===== config.mk =====
export PLATFORM = sky130hd
export DESIGN_NAME = scaled_double_to_int64_round
export DESIGN_NICKNAME = d
export VERILOG_FILES = /design/src/hdl/sdti_pkg.sv /design/src/hdl/sdti_decode.sv /design/src/hdl/sdti_shift.sv /design/src/hdl/sdti_pack.sv /design/src/hdl/scaled_double_to_int64_round.sv
export SDC_FILE = /design/constraint.sdc
export NUM_CORES = 1
export LEC_CHECK = 0
export BUFFER_PORTS_ARGS = -buffer_cell sky130_fd_sc_hd__buf_2
export CORE_AREA = 3 3 238 240
export CTS_BUF_LIST = sky130_fd_sc_hd__clkbuf_8
export CTS_CLUSTER_SIZE = 10
export DETAILED_ROUTE_END_ITERATION = 7
export DIE_AREA = 0 0 241 243
export HOLD_SLACK_MARGIN = 0.02
export MAX_ROUTING_LAYER = met4
export REMOVE_ABC_BUFFERS = 1
export SETUP_SLACK_MARGIN = 0.1
export SLEW_MARGIN = 20
export SYNTH_ARGS = -nofsm -noshare
export SYNTH_HDL_FRONTEND = slang
export SYNTH_HIERARCHICAL = 1
export SYNTH_SLANG_ARGS = --single-unit

===== constraint.sdc =====
create_clock -name clock -period 22.4 [get_ports clock]
set_clock_uncertainty 0.15 [all_clocks]
set_input_delay 3.36 -clock clock [delete_from_list [all_inputs] [get_ports clock]]
set_output_delay 3.36 -clock clock [all_outputs]
set_load 0.01 [all_outputs]

===== src/hdl/sdti_pkg.sv =====
`timescale 1ns / 1ps
// ----------------------------------------------------------------------------
// sdti_pkg: shared types and constants
// Transaction payload structs and status codes for the converter.
// ----------------------------------------------------------------------------
package sdti_pkg;

   localparam logic [1:0] STATUS_OK  = 2'd0;
   localparam logic [1:0] STATUS_OVF = 2'd1;
   localparam logic [1:0] STATUS_NAN = 2'd2;

   // Byte address of the divisor exponent register.
   localparam logic [1:0] ADDR_DIVISOR_EXP = 2'd0;

   localparam logic [63:0] INT64_MAX_BITS = 64'h7FFF_FFFF_FFFF_FFFF;
   localparam logic [63:0] INT64_MIN_BITS = 64'h8000_0000_0000_0000;

   typedef struct packed {
      logic [63:0] value_bits;
      logic        last_in;
   } req_type;

   typedef struct packed {
      logic signed [63:0] int_value;
      logic [1:0]         status;
      logic               last_out;
   } rsp_type;

   // Decoded operand handed from the unpack stage to the shift stage.
   typedef struct packed {
      logic               neg;
      logic               is_nan;
      logic               is_inf;
      logic               is_zero;
      logic [52:0]        mant;
      logic signed [12:0] t;
      logic               last;
   } dec_type;

   // Rounded magnitude handed from the shift stage to the output stage.
   typedef struct packed {
      logic        neg;
      logic        is_nan;
      logic        ovf;
      logic [63:0] mag;
      logic        last;
   } mag_type;

endpackage


===== src/hdl/sdti_decode.sv =====
`timescale 1ns / 1ps
// ----------------------------------------------------------------------------
// sdti_decode: field unpack stage
// Splits the binary64 pattern and computes the net shift amount.
// ----------------------------------------------------------------------------
module sdti_decode (
   input  logic                  clock,
   input  logic                  reset,
   input  logic                  in_valid,
   input  sdti_pkg::req_type     in_data,
   input  logic signed [10:0]    divisor_exponent,
   output logic                  out_valid,
   output sdti_pkg::dec_type     out_data
);
   import sdti_pkg::*;

   logic [10:0]        expf;
   logic [51:0]        frac;
   logic signed [12:0] scale;
   dec_type            dec_in;
   dec_type            dec_ff;
   logic               valid_ff;

   always_comb begin
      expf           = in_data.value_bits[62:52];
      frac           = in_data.value_bits[51:0];
      scale          = (expf == 11'd0) ? -13'sd1074
                                       : $signed({2'b00, expf}) - 13'sd1075;
      dec_in.neg     = in_data.value_bits[63];
      dec_in.is_nan  = (expf == 11'h7FF) && (frac != 52'd0);
      dec_in.is_inf  = (expf == 11'h7FF) && (frac == 52'd0);
      dec_in.mant    = {(expf != 11'd0), frac};
      dec_in.is_zero = (expf == 11'd0) && (frac == 52'd0);
      dec_in.t       = scale - {{2{divisor_exponent[10]}}, divisor_exponent};
      dec_in.last    = in_data.last_in;
   end

   always_ff @(posedge clock) begin
      if (reset) begin
         valid_ff <= 1'b0;
      end else begin
         valid_ff <= in_valid;
      end
      dec_ff <= dec_in;
   end

   assign out_valid = valid_ff;
   assign out_data  = dec_ff;
endmodule


===== src/hdl/sdti_shift.sv =====
`timescale 1ns / 1ps
// ----------------------------------------------------------------------------
// sdti_shift: align and round stage
// Shifts the significand by the net exponent and rounds to nearest even.
// ----------------------------------------------------------------------------
module sdti_shift (
   input  logic               clock,
   input  logic               reset,
   input  logic               in_valid,
   input  sdti_pkg::dec_type  in_data,
   output logic               out_valid,
   output sdti_pkg::mag_type  out_data
);
   import sdti_pkg::*;

   logic [6:0]   lz;
   logic [116:0] wide;
   logic [5:0]   n;
   logic [52:0]  q;
   logic [52:0]  rem;
   logic [52:0]  half;
   logic [53:0]  qr;
   mag_type      mag_in;
   mag_type      mag_ff;
   logic         valid_ff;

   // Position of the leading one gives the significand length.
   always_comb begin
      lz = 7'd53;
      for (int i = 0; i < 53; i++) begin
         if (in_data.mant[i]) lz = 7'(52 - i);
      end
   end

   always_comb begin
      wide         = '0;
      n            = '0;
      q            = '0;
      rem          = '0;
      half         = '0;
      qr           = '0;
      mag_in.neg   = in_data.neg;
      mag_in.is_nan = in_data.is_nan;
      mag_in.last  = in_data.last;
      mag_in.ovf   = in_data.is_inf;
      mag_in.mag   = '0;
      if (in_data.is_nan || in_data.is_inf || in_data.is_zero) begin
         mag_in.mag = '0;
      end else if (!in_data.t[12]) begin
         // Left shift: overflow when length + t exceeds 64.
         if (in_data.t > 13'sd64 ||
             ($signed({6'd0, 7'd53 - lz}) + in_data.t) > 13'sd64) begin
            mag_in.ovf = 1'b1;
         end else begin
            wide       = {64'd0, in_data.mant} << in_data.t[6:0];
            mag_in.mag = wide[63:0];
         end
      end else if (in_data.t <= -13'sd54) begin
         mag_in.mag = '0;
      end else begin
         n    = 6'(-in_data.t);
         q    = in_data.mant >> n;
         rem  = in_data.mant & ((53'd1 << n) - 53'd1);
         half = 53'd1 << (n - 6'd1);
         qr   = {1'b0, q};
         if (rem > half || (rem == half && q[0])) qr = qr + 54'd1;
         mag_in.mag = {10'd0, qr};
      end
   end

   always_ff @(posedge clock) begin
      if (reset) begin
         valid_ff <= 1'b0;
      end else begin
         valid_ff <= in_valid;
      end
      mag_ff <= mag_in;
   end

   assign out_valid = valid_ff;
   assign out_data  = mag_ff;
endmodule


===== src/hdl/sdti_pack.sv =====
`timescale 1ns / 1ps
// ----------------------------------------------------------------------------
// sdti_pack: range check and sign stage
// Saturates out-of-range magnitudes and applies the sign.
// ----------------------------------------------------------------------------
module sdti_pack (
   input  logic               clock,
   input  logic               reset,
   input  logic               in_valid,
   input  sdti_pkg::mag_type  in_data,
   output logic               out_valid,
   output sdti_pkg::rsp_type  out_data
);
   import sdti_pkg::*;

   logic    ovf;
   rsp_type rsp_in;
   rsp_type rsp_ff;
   logic    valid_ff;

   always_comb begin
      ovf = in_data.ovf ||
            (in_data.neg ? (in_data.mag > INT64_MIN_BITS) : (in_data.mag > INT64_MAX_BITS));
      rsp_in.last_out = in_data.last;
      if (in_data.is_nan) begin
         rsp_in.int_value = '0;
         rsp_in.status    = STATUS_NAN;
      end else if (ovf) begin
         rsp_in.int_value = in_data.neg ? INT64_MIN_BITS : INT64_MAX_BITS;
         rsp_in.status    = STATUS_OVF;
      end else begin
         rsp_in.int_value = in_data.neg ? (64'd0 - in_data.mag) : in_data.mag;
         rsp_in.status    = STATUS_OK;
      end
   end

   always_ff @(posedge clock) begin
      if (reset) begin
         valid_ff <= 1'b0;
      end else begin
         valid_ff <= in_valid;
      end
      rsp_ff <= rsp_in;
   end

   assign out_valid = valid_ff;
   assign out_data  = rsp_ff;
endmodule


===== src/hdl/scaled_double_to_int64_round.sv =====
`timescale 1ns / 1ps
// ----------------------------------------------------------------------------
// scaled_double_to_int64_round: scaled binary64 to int64 converter
// Divides a double by a configured power of two and rounds to nearest even.
// ----------------------------------------------------------------------------
//
//   channel   handshake               payload
//   -------   ---------------------   -----------------------------
//   request   start / busy            req_data (value_bits, last_in)
//   response  rsp_valid strobe        rsp_data (int_value, status, last_out)
//   csr       APB psel/penable/...    divisor_exponent at address 0
//
// Every transaction passes the registered stages from start to the rsp_valid
// strobe: unpack, align/round, then saturate/sign. A new transaction is accepted in
// every cycle, so busy is held low. Reset clears the stage valid bits and
// sets divisor_exponent to zero. The receiver cannot stall, so the pipeline
// never holds and no result is lost or repeated.
// ----------------------------------------------------------------------------
module scaled_double_to_int64_round (
   input  logic                clock,
   input  logic                reset,
   input  logic                start,
   output logic                busy,
   input  sdti_pkg::req_type   req_data,
   output logic                rsp_valid,
   output sdti_pkg::rsp_type   rsp_data,
   input  logic                psel,
   input  logic                penable,
   input  logic                pwrite,
   input  logic [1:0]          paddr,
   input  logic [31:0]         pwdata,
   output logic [31:0]         prdata,
   output logic                pready
);
   import sdti_pkg::*;

   logic signed [10:0] div_exp_ff;
   logic               dec_valid;
   dec_type            dec_data;
   logic               mag_valid;
   mag_type            mag_data;
   logic               accept;

   // Nothing back-pressures the pipeline, so requests are always taken.
   assign busy   = 1'b0;
   assign accept = start && !busy;
   assign pready = 1'b1;

   // The single register sits at byte address 0; other writes are ignored.
   always_ff @(posedge clock) begin
      if (reset) begin
         div_exp_ff <= '0;
      end else if (psel && penable && pwrite && pready && paddr == ADDR_DIVISOR_EXP) begin
         div_exp_ff <= pwdata[10:0];
      end
   end

   assign prdata = (paddr == ADDR_DIVISOR_EXP) ? {{21{div_exp_ff[10]}}, div_exp_ff} : 32'd0;

   sdti_decode u_decode (
      .clock            (clock),
      .reset            (reset),
      .in_valid         (accept),
      .in_data          (req_data),
      .divisor_exponent (div_exp_ff),
      .out_valid        (dec_valid),
      .out_data         (dec_data)
   );

   sdti_shift u_shift (
      .clock     (clock),
      .reset     (reset),
      .in_valid  (dec_valid),
      .in_data   (dec_data),
      .out_valid (mag_valid),
      .out_data  (mag_data)
   );

   sdti_pack u_pack (
      .clock     (clock),
      .reset     (reset),
      .in_valid  (mag_valid),
      .in_data   (mag_data),
      .out_valid (rsp_valid),
      .out_data  (rsp_data)
   );

`ifndef SYNTH
   // Each accepted transaction yields a result strobe after the decode, shift and pack registers.
   a_latency: assert property (@(posedge clock) disable iff (reset)
      accept |-> ##3 rsp_valid) else $error("result strobe missing");
   a_no_phantom: assert property (@(posedge clock) disable iff (reset)
      rsp_valid |-> $past(accept, 3)) else $error("unexpected result strobe");
   a_nan_zero: assert property (@(posedge clock) disable iff (reset)
      (rsp_valid && rsp_data.status == STATUS_NAN) |-> rsp_data.int_value == 64'd0)
      else $error("NaN result not zero");
`endif
endmodule


==> results.cfg, run 1 <==
[detailed_routing]
ant_nets = 0
vias = 22700
highest_layer = met4
wl_met2_um = 41900
drc_errors = 13
drtIter0Drc = 2653
firstDrtPassIters = 8
drt_wl_total_um = 93800
wl_met3_um = 8050
wl_met1_um = 36800
viasPerCell = 6.43
wire_per_inst_um = 26.6

[power_and_ir_drop]
comb_power_share_pct = 56.0
powerDensity_nw_per_um2 = 85.6
clkPwrFrac_pct = 21.3
p_sw_w = 0.000958
power_frac_seq_pct = 22.7
vdd_ir_drop_max_v = 0.0000613
p_int_w = 0.00107
leakage_nw = 9.43
switching_share_pct = 47.2

[critical_path]
cp_common_cell = buf_4
worstPathRequired_ns = 22.72
cpMaxStageDelayCell = or4_1
end_kind = flip-flop
worstPathArrival_ns = 10.59
crit_path_max_fanout = 73
start_kind = flip-flop
cp_top_family = simple AND/OR/NAND/NOR gates
cp_num_buf_inv = 5
endpoint = u_shift/out_data[50]
r2r_setup_slack_ns = 12.12
crit_path_max_incr_delay_ns = 0.77
reg2reg_to = u_shift/out_data[50]
reg2reg_depth = 29
worstReg2RegStart = u_decode/out_data[2]
cp-startpoint = u_decode/out_data[2]
cp_num_cells = 29
worstSetupPathType = reg2reg

[clocking]
cts_sinks = 220
clk_latency_ns = 0.62
clock_path_buffers = 3
cts-buffers-inserted = 41
postCtsSetupBuffers = 0
cts_resized = 0
cts_tree = built
clkTransAtPathRegs_ns = 0.07
postCtsHoldBufs = 0
h-tree-depth = 2
root_buffer = clkbuf_8

[sta]
fin_hold_ws_ns = 0.174
hold_viol_final = 0
fin_crit_ns = 10.28
slew_viol_final = 0
max_freq_mhz = 97.3
fin_setup_tns_ns = 0
final-setup-viol-count = 0
rsz0062_at_grt = no
tightest_slew_ns = 1.08
slew_headroom_pct = 27.5
post-route-period-util_pct = 45.9

[die]
initial_core_util_pct = 39.8
die_h_um = 243
core_area_um2 = 54900
io_pins = 207
dieArea_um2 = 58600
die_x_um = 241
rows = 86

[logic_synthesis]
yosys_warnings = 6
async_flop_share_pct = 0
ys_seq_elements = 220
synth_edf_count = 0
netlist.area_leader.share_pct = 20.2
synthesis.instances = 2776
syn_avg_cell_area_um2 = 7.86
synth_flop_cell = dfxtp_1
synth_seq_area_share_pct = 20.2
ys_top_cells_by_area = dfxtp_1, mux4_2, mux2i_1
synth_largest_area_cell = dfxtp_1
synth.distinct_cells = 119
syn_area_um2 = 21800

[global_routing]
grt_use_total_pct = 31.9
grt_max_degree = 74
grt_pass1_vias = 21300
grt_pass1_wl_um = 137000
grt-ovfl-total = 0
antenna_found_initial = 3

[layout]
multi_input_area_um2 = 16000
area_growth_syn_to_layout_pct = 8.58
final_cell_mix = nor2_1, nand2_1, dfxtp_1
regArea_um2 = 4410
final_common_cell = nor2_1
fin_nets = 2983
num-fill-cells = 5672
layout-drive-gt1-share_pct = 18.1

[outcome]
status = finished with violations
failed_checks = DRC

[flow_run]
maxCapViolations = 0

[placed_design]
hpwl_um = 69500
port_buffers = 183
gp_congestion = 1.05

[hold_path]
hold_class = reg2reg
hold_depth = 0
cell usage after synthesis, types with 10 or more instances:
cell type	number
nor2_1	371
nand2_1	267
dfxtp_1	220
clkbuf_1	153
mux2i_1	149
a21oi_1	145
o21ai_0	118
mux4_2	95
ha_1	84
nor3_1	82
nand3_1	79
nor4_1	64
o22ai_1	61
xnor2_1	53
inv_1	52
a211oi_1	43
and2_1	42
o22a_1	41
nand2b_1	36
buf_2	35
mux2_2	35
buf_4	33
xor2_1	33
a31oi_1	31
nand4_1	31
nor2b_1	25
or3_1	24
and3_1	21
buf_1	19
o32ai_1	19
o21a_1	18
a21boi_0	17
o211ai_1	17
a21o_1	13
or4_1	13
buf_6	10
o31ai_1	10
worst register-to-register path, delay by kind of cell, from the launching register on:
family	cells	cell delay, ns
and+or+nand+nor	10	3.36
AOI/OAI and AO/OA	9	2.74
buffers and inverters	5	1.60
adders and majority gates	3	1.48
muxes	1	0.35
DFF	1	0.31
xor gates and xnor gates	1	0.17
power by group through the flow:
stage | Sequential, W | Combinational, W | Clock (W)
after detailed placement | 0.000467 | 0.00110 | 0
after floorplan | 0.000478 | 0.000716 | 0
final | 0.000460 | 0.00114 | 0.000432
after global placement | 0.000465 | 0.00110 | 0
after global routing | 0.000461 | 0.00121 | 0.000462
after CTS | 0.000458 | 0.00111 | 0.000446
flip-flops by register name, indices dropped and copies added (netlist names):
register	count
u_shift/out_data	68
u_decode/out_data	71
div_exp_ff	11
u_pack/out_data	67
u_pack/out_valid	1
u_decode/out_valid	1
u_shift/out_valid	1
worst min path at each step:
stage	from	end	slack [ns]
after floorplan	u_shift/out_data[0]	u_pack/out_data[0]	0.16
after global routing	u_shift/out_data[0]	u_pack/out_data[0]	0.18
after detailed placement	u_decode/out_data[0]	u_shift/out_data[0]	0.16
after CTS	u_decode/out_data[0]	u_shift/out_data[0]	0.18
after global placement	u_shift/out_data[0]	u_pack/out_data[0]	0.16
final	u_decode/out_data[0]	u_shift/out_data[0]	0.17
per-layer routing:
| layer | up-vias | track usage [%] |
|---|---|---|
| li1 | 10300 | - |
| met1 | 10800 | 39.5 |
| met2 | 1255 | 48.5 |
| met3 | 320 | 4.95 |
| met4 | 0 | 19.8 |
| met5 | - | - |
cell families after synthesis:
logic type      share of synthesized area (%)
xor+xnor                                 3.80
simple gates                             25.1
compound gates                           20.4
fa+ha+maj                                5.00
other cells                            0.0516
mux                                      18.7
flops                                    20.2
buf+inv                                  6.81
stage by stage:
step           std cells  util (%)  setup WS (ns)  area (um^2)  power (W)
2_1_floorplan       2519         -           9.69        20500    0.00119
3_3_place_gp        3453      41.4          12.65        22700    0.00156
3_5_place_dp        3453      41.4          12.52        22700    0.00157
4_1_cts             3528      43.1          12.41        23700    0.00201
5_1_grt             3529      43.2          11.63        23700    0.00213
6_report            3530      43.2          12.12        23700    0.00203
layout make-up:
type	instances	share of cell area, %
Multi-Input combinational cell	2244	67.5
Inverter	55	0.871
Tap cell	704	3.72
Antenna cell	2	0.0211
Timing Repair Buffer	230	5.35
Clock buffer	49	2.85
Clock inverter	26	1.09
Sequential cell	220	18.6
No activity file was read; power rests on OpenSTA's default activity.
==> run 2: changes to the inputs <==
Settings changed: ABC_AREA from default to 1, CORE_AREA 3 3 238 240 to 3 3 240 242, DIE_AREA 0 0 241 243 to 0 0 243 245.
Clock period 22.4 ns to 10.1 ns, I/O delays scaled along.
==> run 2 against run 1 <==
The run now ends clean; critical endpoint is now u_shift/out_data[43]; highest routed layer unchanged; maximum frequency grew 17%; combinational power grew to 2.8 times the previous value; via count grew 10%.
==> results.cfg, run 2 <==
[clocking]
clkTransAtPathRegs_ns = 0.06
cts_sinks = 220
cts_tree = built
clock_path_buffers = 3
postCtsSetupBuffers = 0
cts-buffers-inserted = 40
postCtsHoldBufs = 0
clk_latency_ns = 0.62
h-tree-depth = 2
cts_resized = 0
root_buffer = clkbuf_8

[placed_design]
hpwl_um = 68600
dp_cells = 4660
port_buffers = 183
placed_cell_area_um2 = 23200
gp_congestion = 1.02

[logic_synthesis]
synthesis.instances = 3897
yosys_warnings = 6
async_flop_share_pct = 0
ys_top_cells_by_area = dfxtp_1, nand2_1, nor2_1
synth_commonest_cells = nand2_1, nor2_1, inv_1
syn_area_um2 = 22300
netlist.area_leader.share_pct = 19.8
synth_edf_count = 0
synth_flop_cell = dfxtp_1
synth_largest_area_cell = dfxtp_1
synth_seq_area_share_pct = 19.8
synth.distinct_cells = 73
syn_avg_cell_area_um2 = 5.71
post-synth-top-count-cell = nand2_1
ys_seq_elements = 220

[detailed_routing]
vias = 25000
viasPerCell = 5.29
firstDrtPassIters = 8
wire_per_inst_um = 17.8
ant_nets = 0
drtIter0Drc = 2385
drc_errors = 0
drt_wl_total_um = 84400

[critical_path]
crit_path_max_incr_delay_ns = 0.51
r2r_setup_slack_ns = 1.32
start_kind = flip-flop
cp-startpoint = u_decode/out_data[3]
crit_path_max_fanout = 69
cp_common_cell = inv_1
worstSetupPathType = reg2reg
worstPathArrival_ns = 9.06
cpMaxStageDelayCell = dfxtp_2
reg2reg_depth = 56
end_kind = flip-flop
endpoint = u_shift/out_data[43]
worstPathRequired_ns = 10.38
worstReg2RegStart = u_decode/out_data[3]
reg2reg_to = u_shift/out_data[43]

[global_routing]
grt_pass1_wl_um = 129000
grt_max_degree = 79
use_met2_pct = 44.3
grt_pass1_vias = 22800
antenna_found_initial = 1
grt_use_met1_pct = 37.1
grt_use_total_pct = 28.4
top_usage_layer = met2
grt-ovfl-total = 0
met3_usage_pct = 3.92

[power_and_ir_drop]
comb_power_share_pct = 60.8
power_w = 0.00520
powerDensity_nw_per_um2 = 216
power_frac_seq_pct = 21.4
p_int_w = 0.00253
vdd_ir_drop_max_v = 0.000115
p_sw_w = 0.00267
leakage_nw = 12.0
clkPwrFrac_pct = 17.9
switching_share_pct = 51.4

[sta]
rsz0062_at_grt = no
fin_crit_ns = 8.78
fin_setup_tns_ns = 0
max_freq_mhz = 114
slew_headroom_pct = 33.7
final-setup-viol-count = 0
fin_hold_ws_ns = 0.175
hold_viol_final = 0
tightest_slew_ns = 0.994
post-route-period-util_pct = 87.0
slew_viol_final = 0

[die]
initial_core_util_pct = 40.3
die_x_um = 243
dieArea_um2 = 59500
core_area_um2 = 55300
io_pins = 207
die_h_um = 245
rows = 86

[layout]
final_common_cell = nand2_1
largest_reg_flops = 71
finish.instance_area_um2 = 24100
fin_nets = 4145
fin_cells = 4732
final_cell_mix = nand2_1, nor2_1, inv_1
area_growth_syn_to_layout_pct = 8.36
num-fill-cells = 6227
layout-drive-gt1-share_pct = 10.2

[hold_path]
hold_class = reg2reg

[flow_run]
maxCapViolations = 0

[outcome]
status = complete, no violations
run 2: power groups by stage:
stage / clock network (W) / registers [W] / logic, W
2_1_floorplan: 0 / 0.00120 / 0.00205
3_3_place_gp: 0 / 0.00113 / 0.00308
3_5_place_dp: 0 / 0.00113 / 0.00308
4_1_cts: 0.000961 / 0.00111 / 0.00310
5_1_grt: 0.000999 / 0.00113 / 0.00352
6_report: 0.000930 / 0.00111 / 0.00316
run 2: kinds of logic after synthesis:
logic type,share of synthesized area [%]
AOI/OAI and AO/OA,18.3
other,0.0506
muxes,2.07
DFF,19.8
buffers and inverters,13.2
and+or+nand+nor,39.0
xor gates and xnor gates,2.76
adders and majority gates,4.90
run 2: metal layers:
layer  share of wire (%)  up-vias
li1                    -    12700
met1                  44    11200
met2                  44      974
met3                 8.0      180
met4                 4.4        0
met5                   0        -
run 2: cell type report:
cell class / count / area, um^2 / share of cell area [%]
flip-flops and latches: 220 / 4410 / 18.3
diodes: 1 / 2.50 / 0.0104
clock inverters: 24 / 226 / 0.939
well taps: 748 / 936 / 3.88
clock buffers: 47 / 647 / 2.68
inverters: 490 / 1850 / 7.68
multi-input cells: 2993 / 14900 / 61.9
repair buffers: 209 / 1110 / 4.61
run 2: worst min path at each step:
stage | to | slack, ns | cells after the start | startpoint
after global routing | u_shift/out_data[0] | 0.19 | 0 | u_decode/out_data[0]
after global placement | u_shift/out_data[0] | 0.16 | 0 | u_decode/out_data[0]
final | u_pack/out_data[0] | 0.18 | 0 | u_shift/out_data[0]
after detailed placement | u_pack/out_data[0] | 0.16 | 0 | u_shift/out_data[0]
after CTS | u_pack/out_data[0] | 0.18 | 0 | u_shift/out_data[0]
after floorplan | u_pack/out_data[0] | 0.16 | 0 | u_shift/out_data[0]
run 2: metrics by stage:
step	worst slack, ns	util (%)
after global routing	0.526	43.6
final	1.32	43.6
after global placement	1.61	42.0
after floorplan	1.53	-
after detailed placement	1.54	42.0
after CTS	1.52	43.6
run 2: critical path: cells and delay by family (launching register included):
kind,cells,cell delay (ns)
and+or+nand+nor,32,4.21
buffers and inverters,16,2.41
AOI/OAI and AO/OA,6,0.76
DFF,1,0.51
adders and majority gates,2,0.49
